===== config.mk =====
export PLATFORM = sky130hd
export DESIGN_NAME = lrast_ctrl
export DESIGN_NICKNAME = d
export VERILOG_FILES = /design/src/rtl/lrast_pkg.sv /design/src/rtl/lrast_ctrl.sv
export SDC_FILE = /design/constraint.sdc
export NUM_CORES = 1
export LEC_CHECK = 0
export BUFFER_PORTS_ARGS = -buffer_cell sky130_fd_sc_hd__buf_2
export CAP_MARGIN = 40
export CORE_UTILIZATION = 50
export DETAILED_ROUTE_END_ITERATION = 8
export PLACE_DENSITY = 0.75
export SLEW_MARGIN = 10
export SYNTH_ARGS = -nofsm -noshare
export SYNTH_HDL_FRONTEND = slang
export SYNTH_SLANG_ARGS = --single-unit

===== constraint.sdc =====
create_clock -name clk -period 3.4 [get_ports clk]
set_input_delay 0.34 -clock clk [delete_from_list [all_inputs] [get_ports clk]]
set_output_delay 0.34 -clock clk [all_outputs]
set_load 0.01 [all_outputs]

===== src/rtl/lrast_pkg.sv =====
// Shared constants, codes and controller/datapath interface types for the range add/sum tree.
package lrast_pkg;

  localparam int NUM_ELEMENTS = 1024;
  localparam int IDX_W        = 10;
  localparam int DATA_W       = 32;
  localparam int ADDR_W       = $clog2(NUM_ELEMENTS);
  // 1-based binary indexed tree keys run up to NUM_ELEMENTS + 1
  localparam int KEY_W        = $clog2(NUM_ELEMENTS + 2);
  // walk key may overshoot to 2 * NUM_ELEMENTS during an update walk
  localparam int WK_W         = KEY_W + 1;
  localparam int CMP_W        = ((KEY_W > IDX_W) ? KEY_W : IDX_W) + 1;

  typedef enum logic [1:0] {
    KIND_SET   = 2'd0,
    KIND_ADD   = 2'd1,
    KIND_QUERY = 2'd2,
    KIND_NONE  = 2'd3
  } kind_t;

  // start key of a tree walk
  typedef enum logic [1:0] {
    KEY_HI   = 2'd0,  // R
    KEY_LOM1 = 2'd1,  // L - 1
    KEY_LO   = 2'd2,  // L
    KEY_HIP1 = 2'd3   // R + 1
  } key_sel_t;

  typedef enum logic [1:0] {
    MUL_NONE   = 2'd0,
    MUL_S1K0   = 2'd1,
    MUL_VAL_LO = 2'd2,
    MUL_VAL_HI = 2'd3
  } mul_sel_t;

  typedef struct packed {
    logic     clr;       // clear sweep write
    logic     load;      // input transaction accepted
    logic     wstart;    // start a tree walk
    logic     wupd;      // walk is an update (else prefix sum)
    key_sel_t key_sel;
    logic     neg;       // update walk adds negated deltas
    logic     wstep;     // consume read data of the current node
    mul_sel_t mul_sel;
    logic     save_pa;   // keep first prefix sum
    logic     set_diff;  // delta for a point set
    logic     out_cur;   // load range sum into output register
    logic     out_zero;  // load zero into output register
  } cmd_t;

  typedef struct packed {
    logic walk_end;
    logic clr_last;
    logic rng_empty;
    logic set_oob;
  } stat_t;

endpackage


===== src/rtl/lrast_ctrl.sv =====
// Controller: clear sweep, operation sequencing, tree walk loop and output handshake.
module lrast_ctrl (
  input  logic             clk,
  input  logic             rst_n,
  input  logic             in_valid,
  output logic             in_ready,
  input  logic [1:0]       in_kind,
  output logic             out_valid,
  input  logic             out_ready,
  output lrast_pkg::cmd_t  cmd,
  input  lrast_pkg::stat_t st
);

  typedef enum logic [3:0] {
    ST_CLR, ST_IDLE, ST_PA_START, ST_PA_MUL, ST_PA_SAVE, ST_PB_START, ST_PB_MUL,
    ST_PB_END, ST_UA_MUL, ST_UA_START, ST_UB_MUL, ST_UB_START, ST_WRD, ST_WRMW, ST_ZERO
  } state_t;

  state_t      state_r, state_nxt, ret_r, ret_nxt;
  logic [1:0]  kind_r, kind_nxt;
  logic        out_valid_r, out_valid_nxt;
  logic        accept, out_free;

  assign in_ready  = state_r == ST_IDLE;
  assign accept    = in_valid & in_ready;
  assign out_valid = out_valid_r;
  assign out_free  = !out_valid_r || out_ready;

  // next state and commands
  always_comb begin
    state_nxt     = state_r;
    ret_nxt       = ret_r;
    kind_nxt      = kind_r;
    out_valid_nxt = out_valid_r & !out_ready;
    cmd           = '0;
    cmd.key_sel   = lrast_pkg::KEY_HI;
    cmd.mul_sel   = lrast_pkg::MUL_NONE;
    unique case (state_r)
      ST_CLR: begin
        cmd.clr = 1'b1;
        if (st.clr_last) state_nxt = ST_IDLE;
      end
      ST_IDLE: begin
        if (accept) begin
          cmd.load = 1'b1;
          kind_nxt = in_kind;
          unique case (in_kind)
            lrast_pkg::KIND_SET:   state_nxt = st.set_oob ? ST_IDLE : ST_PA_START;
            lrast_pkg::KIND_ADD:   state_nxt = st.rng_empty ? ST_IDLE : ST_UA_MUL;
            lrast_pkg::KIND_QUERY: state_nxt = st.rng_empty ? ST_ZERO : ST_PA_START;
            default:               state_nxt = ST_IDLE;
          endcase
        end
      end
      ST_PA_START: begin
        cmd.wstart  = 1'b1;
        cmd.key_sel = lrast_pkg::KEY_HI;
        ret_nxt     = ST_PA_MUL;
        state_nxt   = ST_WRD;
      end
      ST_PA_MUL: begin
        cmd.mul_sel = lrast_pkg::MUL_S1K0;
        state_nxt   = ST_PA_SAVE;
      end
      ST_PA_SAVE: begin
        cmd.save_pa = 1'b1;
        state_nxt   = ST_PB_START;
      end
      ST_PB_START: begin
        cmd.wstart  = 1'b1;
        cmd.key_sel = lrast_pkg::KEY_LOM1;
        ret_nxt     = ST_PB_MUL;
        state_nxt   = ST_WRD;
      end
      ST_PB_MUL: begin
        cmd.mul_sel = lrast_pkg::MUL_S1K0;
        state_nxt   = ST_PB_END;
      end
      ST_PB_END: begin
        if (kind_r == lrast_pkg::KIND_QUERY) begin
          if (out_free) begin
            cmd.out_cur   = 1'b1;
            out_valid_nxt = 1'b1;
            state_nxt     = ST_IDLE;
          end
        end else begin
          cmd.set_diff = 1'b1;
          state_nxt    = ST_UA_MUL;
        end
      end
      ST_UA_MUL: begin
        cmd.mul_sel = lrast_pkg::MUL_VAL_LO;
        state_nxt   = ST_UA_START;
      end
      ST_UA_START: begin
        cmd.wstart  = 1'b1;
        cmd.wupd    = 1'b1;
        cmd.key_sel = lrast_pkg::KEY_LO;
        ret_nxt     = ST_UB_MUL;
        state_nxt   = ST_WRD;
      end
      ST_UB_MUL: begin
        cmd.mul_sel = lrast_pkg::MUL_VAL_HI;
        state_nxt   = ST_UB_START;
      end
      ST_UB_START: begin
        cmd.wstart  = 1'b1;
        cmd.wupd    = 1'b1;
        cmd.neg     = 1'b1;
        cmd.key_sel = lrast_pkg::KEY_HIP1;
        ret_nxt     = ST_IDLE;
        state_nxt   = ST_WRD;
      end
      // issue read of current node, or leave the walk
      ST_WRD: begin
        state_nxt = st.walk_end ? ret_r : ST_WRMW;
      end
      // accumulate or write back, step the key
      ST_WRMW: begin
        cmd.wstep = 1'b1;
        state_nxt = ST_WRD;
      end
      ST_ZERO: begin
        if (out_free) begin
          cmd.out_zero  = 1'b1;
          out_valid_nxt = 1'b1;
          state_nxt     = ST_IDLE;
        end
      end
      default: state_nxt = ST_IDLE;
    endcase
  end

  always_ff @(posedge clk) begin
    if (!rst_n) begin
      state_r     <= ST_CLR;
      ret_r       <= ST_IDLE;
      kind_r      <= lrast_pkg::KIND_NONE;
      out_valid_r <= 1'b0;
    end else begin
      state_r     <= state_nxt;
      ret_r       <= ret_nxt;
      kind_r      <= kind_nxt;
      out_valid_r <= out_valid_nxt;
    end
  end

  // no new input while the store is being cleared
  a_clr_blocks: assert property (@(posedge clk) disable iff (!rst_n)
    cmd.clr |-> !in_ready) else $error("input accepted during clear sweep");

  // a result is never loaded over one still waiting
  a_no_overwrite: assert property (@(posedge clk) disable iff (!rst_n)
    (cmd.out_cur || cmd.out_zero) |-> (!out_valid_r || out_ready))
    else $error("output register overwritten");

  // node data is consumed only right after its read was issued
  a_walk_order: assert property (@(posedge clk) disable iff (!rst_n)
    state_r == ST_WRMW |-> $past(state_r) == ST_WRD) else $error("walk out of order");

  // a non-empty query cannot produce its result on the next edge
  a_query_latency: assert property (@(posedge clk) disable iff (!rst_n)
    (accept && in_kind == lrast_pkg::KIND_QUERY && !st.rng_empty) |=> !$rose(out_valid_r))
    else $error("query result too early");

endmodule


-- Word level (Yosys, flattened, before mapping)
Index checks and enable logic that the tools add are counted.
W data, S select, Z words.
- flip-flop bits (word level): 11
- latch bits: 0
- bits in writable memories: 0
- ROM bits: 0
- bits of input ports: 10
- logic and storage cells: 66
- memories: 0
- add/sub/neg operators: 0
- multipliers: 0
- div/mod/pow operators: 0
- magnitude comparators: 0
- equality and inequality tests: 19
- shift operators: 0
- mux-type cells: 29
- bitwise gates (word level): 2
- reduce and logical (&&, ||, !) cells: 12
- operators with widths (cell ; number):
    $pmux W4 S11 ; 1
    $eq A4 B4 Y1 const B ; 7
    $mux W4 ; 7
    $eq A4 B3 Y1 const B ; 4
    $pmux W4 S4 ; 1
    $mux W1 ; 14
    $pmux W2 S3 ; 2
    $pmux W4 S3 ; 1
    $eq A4 B2 Y1 const B ; 2
    $reduce_or A5 Y1 ; 1
    $eq A2 B2 Y1 const B ; 2
    $eq A4 B1 Y1 const B ; 1
    $logic_not A4 Y1 ; 1
    $mux W2 ; 2
    $reduce_and A2 Y1 ; 2
    $reduce_bool A4 Y1 ; 1
    $reduce_or A2 Y1 ; 2
    $reduce_or A4 Y1 ; 1
    $and A1 B1 Y1 ; 2
    $eq A2 B1 Y1 const B ; 1
    $logic_not A1 Y1 ; 2
    $logic_not A2 Y1 ; 1
    $ne A2 B1 Y1 const B ; 1
    $ne A2 B2 Y1 const B ; 1
    other kinds (2) ; 2

-- Logic depth before layout (Yosys ltp)
- word-level depth: 5
- depth in mapped cells: 6

-- Least setup slack after synthesis
No wires, ideal clock.
- path kind: reg2out
- start point: register state_r[1]
- end point: output cmd[12] in the netlist's numbering
- arrival time: 1.088 ns
- required time: 3.060 ns
- path slack: 1.972 ns
- cell stages (with the launch flop): 5
- cells stage by stage: dfxtp_1 > buf_6 > nor4b_4 > nand2_1 > inv_1
- RTL lines (what ; line ; RTL):
    from (decl) ; lrast_ctrl.sv:19 ; state_t state_r, state_nxt, ret_r, ret_nxt;
    from (signal assigned) ; lrast_ctrl.sv:141 ; state_r <= state_nxt;
    to (decl) ; lrast_ctrl.sv:10 ; output lrast_pkg::cmd_t cmd,

==> impl_metrics.json <==
{
  "post_drt_wl_per_cell_um": 13.3,
  "wirelength_um": 2190,
  "chipWidth_um": 44.8,
  "drt_first_iter_violations": 26,
  "setup_tns_ns": 0,
  "die-area_sq_um": 2010,
  "p_int_uw": 203,
  "switching_share": 0.286,
  "gp_congestion": 0.805,
  "switching_power_uw": 81.4,
  "yosysWarnings": 0,
  "ioPinCount": 26,
  "grt_antenna_before_repair": 0,
  "htree_num_levels": 1,
  "clk_latency_ns": 0.27,
  "worstPathArrival_ns": 1.87,
  "slowest_delay_ns": 0.81,
  "yosys.area_share.simple": 0.368,
  "drtAntennaViolNets": 0,
  "drc": 0,
  "cts.path.max_buffers": 2,
  "die_h_um": 44.8,
  "critPathBufInv": 2,
  "max_freq_mhz": 453,
  "min_path_type": "in -> reg",
  "hold-path-cell-count": 2,
  "vdd.ir_drop.worst_mv": 0.248,
  "worst_slew_pin_slew_ns": 0.773,
  "hp-start": "rst_n",
  "cp_max_fo": 26,
  "grt_start_max_net_pins": 27,
  "synth_top_area_cell": "dfxtp_1",
  "crit_slowest_cell": "dfxtp_1",
  "maxCapViolCount": 0,
  "viasPerCell": 5.62,
  "path_clk_slew_ns": 0.07,
  "grt_overflow": 0,
  "post_cts_buffers": 0,
  "ff2ff_path_depth": 4,
  "finalSetupViolCount": 0,
  "ys_ff_latch": 11,
  "utilization": 0.593,
  "area_growth_pct": 11.7,
  "root_buffer": "clkbuf_4",
  "portBuffers": 25,
  "hold_buffers": 0,
  "core_area_sq_um": 1730,
  "rr_startpoint": "state_r[1]$_SDFFE_PN0P_",
  "status": "completed",
  "synth_area_sq_um": 917,
  "ys_types": 43,
  "synthTopCellsByArea": "dfxtp_1 (24%), nand2b_1 (4.8%), a21oi_1 (4.4%)",
  "clock_sinks": 11,
  "diodes": 0,
  "power_frac_seq": 0.504,
  "initial_core_util": 0.531,
  "cts_made_buffers": 3,
  "min_period_ns": 2.21,
  "hpwl_um": 1590,
  "r2r_slack_ns": 1.61,
  "grt_pass1_wl_um": 3320,
  "synthAdderAreaFrac": 0,
  "relSlewSlack": 0.484,
  "synthesis.nets": 130,
  "synth_xor_area_frac": 0.00955,
  "criticalPathCategory": "reg -> out",
  "yosysSeqAreaShare": 0.240,
  "syn_avg_cell_area_sq_um": 7.64,
  "hold_viol": 0,
  "synth-async-reset-ratio": 0,
  "drv_slew": 0,
  "leakage_uw": 0.000410,
  "crit_chain": "nor4b_4, nand2_1, inv_1, buf_2",
  "grt_pass1_vias": 763,
  "num_vias": 922,
  "clock_power_share": 0.327,
  "cp_top_family": "flip-flops",
  "synth_cells": 120,
  "rsz0062_at_grt": "no",
  "placementRows": 15,
  "grt_usage": 0.220,
  "synth_top_family_by_area": "simple AND/OR/NAND/NOR gates",
  "dr.pass1.iters": 4,
  "end_kind": "output port",
  "power_uw": 284,
  "synth.area.mux_share": 0,
  "cp-start-kind": "register",
  "synth_edf_count": 0,
  "layout.nets": 150,
  "yosys.area.top_type_share": 0.240,
  "holdPathEnd": "ret_r[0]$_SDFFE_PN1P_",
  "synth_compound_area_frac": 0.288,
  "drive_gt1_frac": 0.252,
  "fin_skew_ns": 0.000467,
  "fin_crit_sh": 0.650,
  "powerDensity_nw_per_um2": 277,
  "cts_tree": "built",
  "netlist_top_cells_count": "dfxtp_1 (11), nand2_1 (9), nor2_1 (9), a21oi_1 (8), o21ai_0 (8)",
  "required_ns": 3.06,
  "synth_most_common_cell": "dfxtp_1",
  "synthFlopType": "dfxtp_1",
  "comb_power_share": 0.169,
  "rr_endpoint": "state_r[0]$_SDFFE_PN0P_",
  "cts_resized": 0
}
[logic make-up (layout without fill, tap and decap cells)]
kind of cell / after synthesis / count (layout)
flops: 11 / 11
xor+xnor: 1 / 1
compound gates: 39 / 39
simple gates: 56 / 56
buf+inv: 13 / 32
[routing by layer]
layer	track usage	up-vias	routed length (um)
met2	0.341	19	974
met5	0	-	0
met4	0.0545	0	22
met3	0.0360	4	82
li1	-	473	-
met1	0.316	426	1110
[placed cells by master (no fill, tap or decap), types with 2 or more instances in the layout]
| master | netlist | routed |
|---|---|---|
| inv_1 | 3 | 3 |
| buf_2 | 3 | 25 |
| nor4_1 | 2 | 2 |
| nand2_1 | 9 | 9 |
| clkbuf_4 | 0 | 3 |
| nor3b_2 | 2 | 2 |
| nand2_2 | 2 | 2 |
| nand3b_1 | 2 | 2 |
| dfxtp_1 | 11 | 11 |
| a2bb2oi_1 | 3 | 3 |
| o21ai_0 | 8 | 8 |
| o22a_1 | 2 | 2 |
| nor3_1 | 3 | 3 |
| a21boi_0 | 2 | 2 |
| o21ai_1 | 4 | 4 |
| nor2b_1 | 6 | 6 |
| and2_1 | 2 | 2 |
| a21oi_1 | 8 | 8 |
| nor2_1 | 9 | 9 |
| nand2b_1 | 7 | 7 |
| nand3_1 | 5 | 5 |
[stage by stage]
step / instances / cell area [sq um] / hold slack (ns) / setup WS, ns
4_1_cts: 164 / 1020 / 0.329 / 1.21
3_3_place_gp: 160 / 998 / 0.475 / 1.59
6_report: 164 / 1020 / 0.330 / 1.19
5_1_grt: 164 / 1020 / 0.335 / 1.07
2_1_floorplan: 120 / 917 / 0.446 / 1.97
3_5_place_dp: 160 / 998 / 0.481 / 1.52
[worst register-to-register path, delay by kind of cell (launching register included)]
kind | cells | cell delay (ns)
flip-flops | 1 | 0.80
AO/OA/AOI/OAI | 3 | 0.61
buffers and inverters | 1 | 0.27
[sequential cells by signal, summed over array words and instances, names as in the netlist]
signal / cells
kind_r: 2
ret_r: 4
out_valid: 1
state_r: 4
[power by group through the flow]
| stage | clock, uW | combinational [uW] | sequential [uW] |
|---|---|---|---|
| floorplan | 0 | 40.5 | 139 |
| global placement | 0 | 46.9 | 146 |
| detailed placement | 0 | 47.9 | 146 |
| CTS | 92.8 | 48.2 | 143 |
| global route | 99.9 | 52.4 | 144 |
| finish | 92.9 | 48.1 | 143 |
[layout make-up]
cell class | count | area, sq um
timing repair buffer | 25 | 125
multi-input combinational | 96 | 611
fill | 175 | 702
clock buffer | 4 | 26.3
inverter | 3 | 11.3
tap | 25 | 31.3
sequential | 11 | 220
[worst max-delay path by stage]
| stage | from | to | slack (ns) | cells after the start |
|---|---|---|---|---|
| after floorplan | state_r[1]$_SDFFE_PN0P_ | cmd[12] | 1.97 | 4 |
| after global placement | state_r[0]$_SDFFE_PN0P_ | cmd[12] | 1.59 | 4 |
| after detailed placement | state_r[0]$_SDFFE_PN0P_ | cmd[12] | 1.52 | 4 |
| after CTS | state_r[0]$_SDFFE_PN0P_ | cmd[12] | 1.21 | 4 |
| after global routing | state_r[0]$_SDFFE_PN0P_ | cmd[12] | 1.07 | 4 |
| final | state_r[0]$_SDFFE_PN0P_ | cmd[12] | 1.19 | 4 |
No activity file was read; power rests on OpenSTA's default activity.
